## src/sv/qsd_pkg.sv

```systemverilog
`timescale 1ns / 1ps
package qsd_pkg;

  localparam int unsigned MaxBits  = 4;
  localparam int unsigned NumPts   = 1 << MaxBits;
  localparam int unsigned IdxW     = $clog2(NumPts);
  localparam int unsigned LlrLimit = 100;
  localparam int unsigned DistMax  = 2097151;
  localparam logic [2:0]  BpsReset = 3'd2;

  localparam logic [0:0] CfgBps = 1'b0;
  localparam logic [0:0] CfgApr = 1'b1;

  localparam logic ModeLoad  = 1'b0;
  localparam logic ModeDemap = 1'b1;

  // ln(1+exp(-i/8)) in Q0.8
  function automatic logic [7:0] corr_lut(input logic [5:0] i);
    logic [7:0] r;
    begin
      unique case (i)
        6'd0: r = 8'd177;  6'd1: r = 8'd162;  6'd2: r = 8'd147;  6'd3: r = 8'd134;
        6'd4: r = 8'd121;  6'd5: r = 8'd110;  6'd6: r = 8'd99;   6'd7: r = 8'd89;
        6'd8: r = 8'd80;   6'd9: r = 8'd72;   6'd10: r = 8'd64;  6'd11: r = 8'd58;
        6'd12: r = 8'd52;  6'd13: r = 8'd46;  6'd14: r = 8'd41;  6'd15: r = 8'd37;
        6'd16: r = 8'd32;  6'd17: r = 8'd29;  6'd18: r = 8'd26;  6'd19: r = 8'd23;
        6'd20: r = 8'd20;  6'd21: r = 8'd18;  6'd22: r = 8'd16;  6'd23: r = 8'd14;
        6'd24: r = 8'd12;  6'd25: r = 8'd11;  6'd26: r = 8'd10;  6'd27: r = 8'd9;
        6'd28: r = 8'd8;   6'd29: r = 8'd7;   6'd30: r = 8'd6;   6'd31: r = 8'd5;
        6'd32: r = 8'd5;   6'd33: r = 8'd4;   6'd34: r = 8'd4;   6'd35: r = 8'd3;
        6'd36: r = 8'd3;   6'd37: r = 8'd2;   6'd38: r = 8'd2;   6'd39: r = 8'd2;
        6'd40: r = 8'd2;   6'd41: r = 8'd2;
        6'd42, 6'd43, 6'd44, 6'd45, 6'd46, 6'd47, 6'd48, 6'd49: r = 8'd1;
        default: r = 8'd0;
      endcase
      return r;
    end
  endfunction

endpackage

```

## src/sv/qam_soft_demapper.sv

```systemverilog
`timescale 1ns / 1ps
// Log-MAP soft demapper over a loaded constellation of up to 16 points.
// A load beat (mode 0) writes one point. A demap beat (mode 1)
// first computes one point metric per cycle through one shared distance
// pipeline, then for each of the n bits folds the 2^n metrics with one
// max* unit, one point per cycle, and presents that bit's LLR. The result
// side can stall the block; the input is stalled throughout a sample.
// Results come MSB first, last marks the final bit.
module qam_soft_demapper
  import qsd_pkg::*;
(
  input  logic                clk_i,
  input  logic                rst_ni,
  input  logic                in_valid_i,
  output logic                in_stall_o,
  input  logic                mode_i,
  input  logic [3:0]          point_index_i,
  input  logic signed [15:0]  sample_real_i,
  input  logic signed [15:0]  sample_imag_i,
  input  logic [15:0]         noise_inv_i,
  input  logic signed [15:0]  apri_0_i,
  input  logic signed [15:0]  apri_1_i,
  input  logic signed [15:0]  apri_2_i,
  input  logic signed [15:0]  apri_3_i,
  input  logic                cfg_valid_i,
  output logic                cfg_ready_o,
  input  logic [0:0]          cfg_index_i,
  input  logic [2:0]          cfg_data_i,
  output logic                out_valid_o,
  input  logic                out_stall_i,
  output logic signed [15:0]  llr_o,
  output logic [1:0]          bit_position_o,
  output logic                last_o
);

  typedef enum logic [2:0] {
    StIdle, StDist, StFold, StOut
  } state_e;

  state_e          state_q;
  logic [2:0]      bps_q;
  logic            apr_q;
  logic [2:0]      n_q;
  logic signed [15:0] yr_q, yi_q;
  logic [15:0]     ninv_q;
  logic signed [15:0] apri_q [MaxBits];
  logic [IdxW:0]   rd_cnt_q;      // read address counter, can hold NumPts
  logic [1:0]      vld_pipe_q;    // read valid, product valid
  logic [IdxW-1:0] wr_idx_q, wr_idx1_q;
  logic [IdxW:0]   pt_q;
  logic [1:0]      bit_q;
  logic signed [22:0] metric_q [NumPts];
  logic signed [24:0] acc_q [2];
  logic [1:0]      have_q;
  logic [34:0]     d2_q;
  logic signed [15:0] llr_q;

  logic            in_acc;
  logic            ram_we;
  logic [15:0]     pr_rd, pi_rd;
  logic [IdxW-1:0] raddr;
  logic [2:0]      n_eff;
  logic [IdxW:0]   npts;

  assign in_acc      = in_valid_i && !in_stall_o;
  assign in_stall_o  = (state_q != StIdle);
  assign cfg_ready_o = (state_q == StIdle);
  assign ram_we      = in_acc && (mode_i == ModeLoad);
  assign raddr       = rd_cnt_q[IdxW-1:0];
  assign npts        = (IdxW+1)'(1) << n_q;

  // clamp bits per symbol
  always_comb begin
    if (bps_q == 3'd0) begin
      n_eff = 3'd1;
    end else if (bps_q > 3'(MaxBits)) begin
      n_eff = 3'(MaxBits);
    end else begin
      n_eff = bps_q;
    end
  end

  qsd_ram #(.Width(16), .Depth(NumPts)) u_ram_re (
    .clk_i, .we_i(ram_we), .waddr_i(point_index_i[IdxW-1:0]),
    .wdata_i(sample_real_i), .raddr_i(raddr), .rdata_o(pr_rd)
  );
  qsd_ram #(.Width(16), .Depth(NumPts)) u_ram_im (
    .clk_i, .we_i(ram_we), .waddr_i(point_index_i[IdxW-1:0]),
    .wdata_i(sample_imag_i), .raddr_i(raddr), .rdata_o(pi_rd)
  );

  // distance: squared sum, then one multiply by noise_inv
  logic signed [16:0] dr, di;
  logic [33:0]        dr2, di2;
  logic [50:0]        prod;
  logic [29:0]        dist_r;
  logic [20:0]        dist_sat;
  always_comb begin
    dr       = 17'(yr_q) - 17'(signed'(pr_rd));
    di       = 17'(yi_q) - 17'(signed'(pi_rd));
    dr2      = 34'(dr * dr);
    di2      = 34'(di * di);
    prod     = 51'(d2_q) * 51'(ninv_q);
    dist_r   = 30'((prod + 51'(1 << 21)) >> 22);
    dist_sat = (dist_r > 30'(DistMax)) ? 21'(DistMax) : dist_r[20:0];
  end

  // fold step: a-priori adjust and max*
  logic [IdxW-1:0]    s;
  logic [1:0]         b;
  logic               sb;
  logic signed [24:0] m, h, a, hi, dd;
  logic [24:0]        diff;
  logic signed [25:0] llr_w;
  logic [2:0]         jj;
  always_comb begin
    h  = '0;
    jj = '0;
    s = pt_q[IdxW-1:0];
    b = 2'(n_q - 3'd1 - 3'(bit_q));
    sb = s[b];
    m = 25'(metric_q[s]);
    if (apr_q) begin
      for (int j = 0; j < MaxBits; j++) begin
        jj = 3'(j);
        if (jj < n_q && 2'(j) != b) begin
          h = 25'(apri_q[2'(n_q - 3'd1 - jj)] >>> 1);
          m = s[j] ? m - h : m + h;
        end
      end
    end
    a    = acc_q[sb];
    hi   = (a > m) ? a : m;
    diff = (a > m) ? 25'(a - m) : 25'(m - a);
    dd   = hi + ((diff < 25'd2048) ? 25'(corr_lut(diff[10:5])) : 25'd0);
    llr_w = 26'(acc_q[0]) - 26'(acc_q[1]);
  end

  always_ff @(posedge clk_i or negedge rst_ni) begin
    if (!rst_ni) begin
      state_q     <= StIdle;
      bps_q       <= BpsReset;
      apr_q       <= 1'b0;
      out_valid_o <= 1'b0;
      vld_pipe_q  <= '0;
      rd_cnt_q    <= '0;
      have_q      <= '0;
    end else begin
      if (cfg_valid_i && cfg_ready_o) begin
        if (cfg_index_i == CfgBps) bps_q <= cfg_data_i;
        else apr_q <= cfg_data_i[0];
      end
      unique case (state_q)
        StIdle: begin
          if (in_acc && mode_i == ModeDemap) begin
            state_q  <= StDist;
            n_q      <= n_eff;
            yr_q     <= sample_real_i;
            yi_q     <= sample_imag_i;
            ninv_q   <= noise_inv_i;
            apri_q[0] <= apri_0_i;
            apri_q[1] <= apri_1_i;
            apri_q[2] <= apri_2_i;
            apri_q[3] <= apri_3_i;
            rd_cnt_q <= '0;
            vld_pipe_q <= '0;
          end
        end
        StDist: begin
          // issue reads, square, then scale
          vld_pipe_q <= {vld_pipe_q[0], (rd_cnt_q < npts)};
          if (rd_cnt_q < npts) rd_cnt_q <= rd_cnt_q + 1'b1;
          wr_idx_q  <= raddr;
          if (vld_pipe_q[0]) begin
            d2_q <= 35'(dr2) + 35'(di2);
            wr_idx1_q <= wr_idx_q;
          end
          if (vld_pipe_q[1]) metric_q[wr_idx1_q] <= -23'(dist_sat);
          if (vld_pipe_q[1] && !vld_pipe_q[0] && rd_cnt_q == npts) begin
            state_q <= StFold;
            pt_q    <= '0;
            bit_q   <= '0;
            have_q  <= '0;
          end
        end
        StFold: begin
          if (pt_q == npts) begin
            state_q <= StOut;
            out_valid_o <= 1'b1;
            if (llr_w > $signed(26'(LlrLimit * 256))) llr_q <= 16'(LlrLimit * 256);
            else if (llr_w < -$signed(26'(LlrLimit * 256))) llr_q <= -16'(LlrLimit * 256);
            else llr_q <= llr_w[15:0];
          end else begin
            acc_q[sb]  <= have_q[sb] ? dd : m;
            have_q[sb] <= 1'b1;
            pt_q       <= pt_q + 1'b1;
          end
        end
        StOut: begin
          if (!out_stall_i) begin
            out_valid_o <= 1'b0;
            if (3'(bit_q) == n_q - 3'd1) begin
              state_q <= StIdle;
            end else begin
              bit_q   <= bit_q + 1'b1;
              pt_q    <= '0;
              have_q  <= '0;
              state_q <= StFold;
            end
          end
        end
        default: state_q <= StIdle;
      endcase
    end
  end

  assign llr_o          = llr_q;
  assign bit_position_o = bit_q;
  assign last_o         = (3'(bit_q) == n_q - 3'd1);

endmodule

```

## src/sv/qsd_ram.sv

```systemverilog
`timescale 1ns / 1ps
module qsd_ram #(
  parameter int unsigned Width = 16,
  parameter int unsigned Depth = 16
) (
  input  logic                     clk_i,
  input  logic                     we_i,
  input  logic [$clog2(Depth)-1:0] waddr_i,
  input  logic [Width-1:0]         wdata_i,
  input  logic [$clog2(Depth)-1:0] raddr_i,
  output logic [Width-1:0]         rdata_o
);

  logic [Width-1:0] mem_q [Depth];

  // write port and registered read port
  always_ff @(posedge clk_i) begin
    if (we_i) begin
      mem_q[waddr_i] <= wdata_i;
    end
    rdata_o <= mem_q[raddr_i];
  end

endmodule

```

## config.mk

```make
export PLATFORM = sky130hd
export DESIGN_NAME = qam_soft_demapper
export DESIGN_NICKNAME = d
export VERILOG_FILES = /design/src/sv/qsd_pkg.sv /design/src/sv/qam_soft_demapper.sv /design/src/sv/qsd_ram.sv
export SDC_FILE = /design/constraint.sdc
export NUM_CORES = 2
export LEC_CHECK = 0
export ABC_AREA = 1
export BUFFER_PORTS_ARGS = -buffer_cell sky130_fd_sc_hd__buf_4
export CORE_MARGIN = 1.5
export CORE_UTILIZATION = 60
export CTS_CLUSTER_SIZE = 12
export DETAILED_ROUTE_END_ITERATION = 10
export HOLD_SLACK_MARGIN = 0.06
export PLACE_DENSITY = 0.79
export SETUP_SLACK_MARGIN = 0.05
export SYNTH_ARGS = -nofsm -noshare
export SYNTH_HDL_FRONTEND = slang
export SYNTH_SLANG_ARGS = --single-unit
```

## constraint.sdc

```tcl
create_clock -name clk_i -period 39.8 [get_ports clk_i]
set_input_delay 5.97 -clock clk_i [delete_from_list [all_inputs] [get_ports clk_i]]
set_output_delay 5.97 -clock clk_i [all_outputs]
set_load 0.05 [all_outputs]
```

==> results by group <==
Pwr
  – Final Total Pwr: ~2.4 mW
  – Worst vdd ir: 0.0423 mV
  – Leak: about 47 nW
  – Pwr dens: 22.9 nW/um^2

Clocking
  – Setup Fix Bufs, Post-CTS: 0
  – Num CTS Buffers: 116
  – CTS HTree Levels: 3
  – Clock slew at reported path FFs: 0.06 ns
  – CTS Buffer Depth: 3
  – Clk sink count: 1159
  – Worst skew pair latency: 0.79 ns
  – CTS root buffer: clkbuf_16
  – CTS tree: yes
  – Post-cts gate resize count: 0
  – Post-CTS Hold Buffers: 0

STA
  – Min Clock Period, post-route: between 15 and 20 ns
  – RSZ-0062 raised after global routing: false
  – Setup Skew: 0.0715 ns
  – PnR worst setup slack: 21.90 ns
  – Minimum hold slack: 0.466 ns
  – Slew Viols, Final: 0
  – Worst slew pin tran: 1.35 ns
  – Final hold viol count: 0
  – # setup viols final: 0
  – Fin Setup TNS: 0 ns
  – Slew HR: 9.57%
  – Highest achievable clock rate: 55.9 MHz
  – Final period util: 45.0%

Route
  – Iteration count of the initial detailed-routing pass: 8
  – Via count: 73722
  – Detailed Route WL: 250000 um
  – DRT antenna net count: 1
  – Avg WL per Cell: 19.8 um
  – Vias per cell: ~5.8
  – Initial drt markers: 7847
  – DR DRC count: 0

Synth
  – Yosys warns: 0
  – Netlist cell types: 82
  – FFs w/ async S/R, synth: under 10%
  – Post-synth EDFFs: 1107
  – Predominant post-synthesis flop cell: edfxtp_1
  – Syn Inst Count: 10445
  – Synth Cell Area: 97500 um^2
  – Mapped Nets: between 10000 and 15000
  – FF+latch count, synth: roughly 1200
  – Sequential share of the synthesized area: 35.2%
  – Synthesized area per cell: a little over 9 um^2

Min path
  – HP Class: reg -> reg

Final layout
  – Net count, final: about 12000
  – Layout overhead on the synthesized area: 6.85%
  – Post-layout util: 64.8%
  – Layout cells sized above 1: a little under 7%

Floorplan
  – Num rows: roughly 150
  – IO Count: approximately 150
  – Die ar.: between 150000 and 200000 um^2
  – Starting Density: 60.6%
  – Chip width: about 410 um
  – Die height: 406 um
  – Core Region: between 150000 and 200000 um^2

Worst setup path
  – Critical Path Source Type: register
  – WS Path Type: reg -> reg
  – Max FO, Critical Path: between 90 and 100
  – Slowest cell delay on critical path: 0.87 ns
  – Worst Path Required: 40.23 ns
  – Worst path arrival time: 18.32 ns
  – Cell mode on critical path: nand2_1
  – CP Capture Type: register
  – Slowest stage cell on the critical path: buf_4

Placed design
  – Dpl hpwl: 178000 um
  – GPL Wtd Cong: roughly 0.97
  – Pre-CTS setup slack: 22.21 ns
  – Input/output buffers: 143

GRT
  – First-pass GRT wire length: a little under 400000 um
  – Largest net degree at the start of global routing: approximately 210
  – Antenna violations before repair: 11
  – Vias in the first global route: 75242
  – Total global-route track usage: between 30% and 40%
  – Grt total ovfl: 0

Run status
  – Failing checks: antenna violations
  – Outcome: finished, violations left

Job
  – Max Cap Viol: 0
==> stage by stage <==
step	instances	instance area, um^2
after global placement	12456	101000
after global routing	12657	104000
after floorplan	10445	97500
after CTS	12654	104000
final	12664	104000
after detailed placement	12456	101000
==> cell usage after synthesis (40+ instances only) <==
cell type  instances  area share [%]
buf_2             45            0.23
nand4_1           40            0.26
o221ai_1         117             1.1
nor3_1            40            0.21
edfxtp_1        1107              34
nand3_1          286             1.5
xor2_1           215             1.9
o21ai_1           84            0.43
inv_1           1897             7.3
nor2_1           959             3.7
nand2_2           45            0.29
o211ai_1          58            0.45
or2_2             58            0.37
o22ai_1          110            0.71
clkbuf_1         329             1.3
a21oi_1          403             2.1
nand2_1         1773             6.8
fa_1            1008              21
ha_1             589             7.6
o21ai_0          722             3.7
xnor2_1          120             1.1
==> state kept, by name, indices dropped and copies added, names as in the netlist, 16 cells and up, named ones only <==
signal            flops
ninv_q               16
u_ram_re.mem_q      256
u_ram_im.rdata_o     16
u_ram_im.mem_q      256
u_ram_re.rdata_o     16
acc_q                50
yi_q                 16
llr_o                16
apri_q               60
yr_q                 16
d2_q                 35
metric_q            368
==> layout by cell type (no fill, tap or decap), drive strengths merged, types with 277 or more instances in the layout <==
master / Yosys / final
a21oi: 404 / 404
buf: 97 / 277
edfxtp: 1107 / 1107
fa: 1008 / 1008
ha: 589 / 589
inv: 1924 / 1928
nand2: 1827 / 1827
nand3: 306 / 306
nor2: 980 / 980
o21ai: 839 / 839
==> metal layers <==
layer  vias up  GRT usage (%)  part of all wire (%)
met3       580           5.08                   9.8
met2      3523           50.6                    48
met5         -              0                 0.039
li1      33537              -                     -
met1     36066           41.4                    39
met4        16           11.0                   3.2
==> worst paths after layout <==
path | startpoint | end | slack (ns) | depth (start not counted)
max in group asynchronous | rst_ni | bps_q[1] | 34.48 | 1
max | register | acc_q[0][22] | 21.90 | 89
max reg2reg | register | acc_q[0][22] | 21.90 | 89
min reg2reg | wr_idx_q[2] | wr_idx1_q[2] | 0.47 | 0
min | wr_idx_q[2] | wr_idx1_q[2] | 0.47 | 0
min in group asynchronous | rst_ni | state_q[0] | 5.05 | 1
==> power by group <==
part           total (mW)  internal [mW]  switching, mW  leakage, nW
clock                1.04          0.578          0.464         1.72
combinational      0.0187        0.00780         0.0109         34.6
sequential           1.33           1.33      0.0000681         11.1
total                2.39           1.91          0.475         47.5
==> area by class of cell <==
| type | instances | area, um^2 |
|---|---|---|
| diodes | 10 | 25.0 |
| clock buffers | 164 | 3160 |
| clock inverters | 34 | 397 |
| fillers | 12451 | 56700 |
| inverters | 1934 | 7270 |
| multi-input cells | 6926 | 54200 |
| flip-flops and latches | 1159 | 34400 |
| well taps | 2160 | 2700 |
| repair buffers | 277 | 2090 |
==> worst max-delay path, delay by kind of cell (launching register included) <==
kind	cells	cell delay [ns]
compound gates	24	5.16
xor+xnor	3	0.54
fa+ha+maj	9	3.23
buf+inv	15	3.41
flops	1	0.50
simple gates	38	4.55
==> cells by family (layout without fill, tap and decap cells) <==
group / count (synthesis) / count (layout) / share of synthesized area [%]
simple gates: 3292 / 3292 / 14.0
buf+inv: 2360 / 2409 / 9.40
compound gates: 1693 / 1693 / 10.1
fa+ha+maj: 1597 / 1597 / 28.2
flops: 1159 / 1159 / 35.2
xor+xnor: 336 / 336 / 3.02
mux: 8 / 8 / 0.0847
other cells: 0 / 10 / 0
(Power assumes the default switching activity.)
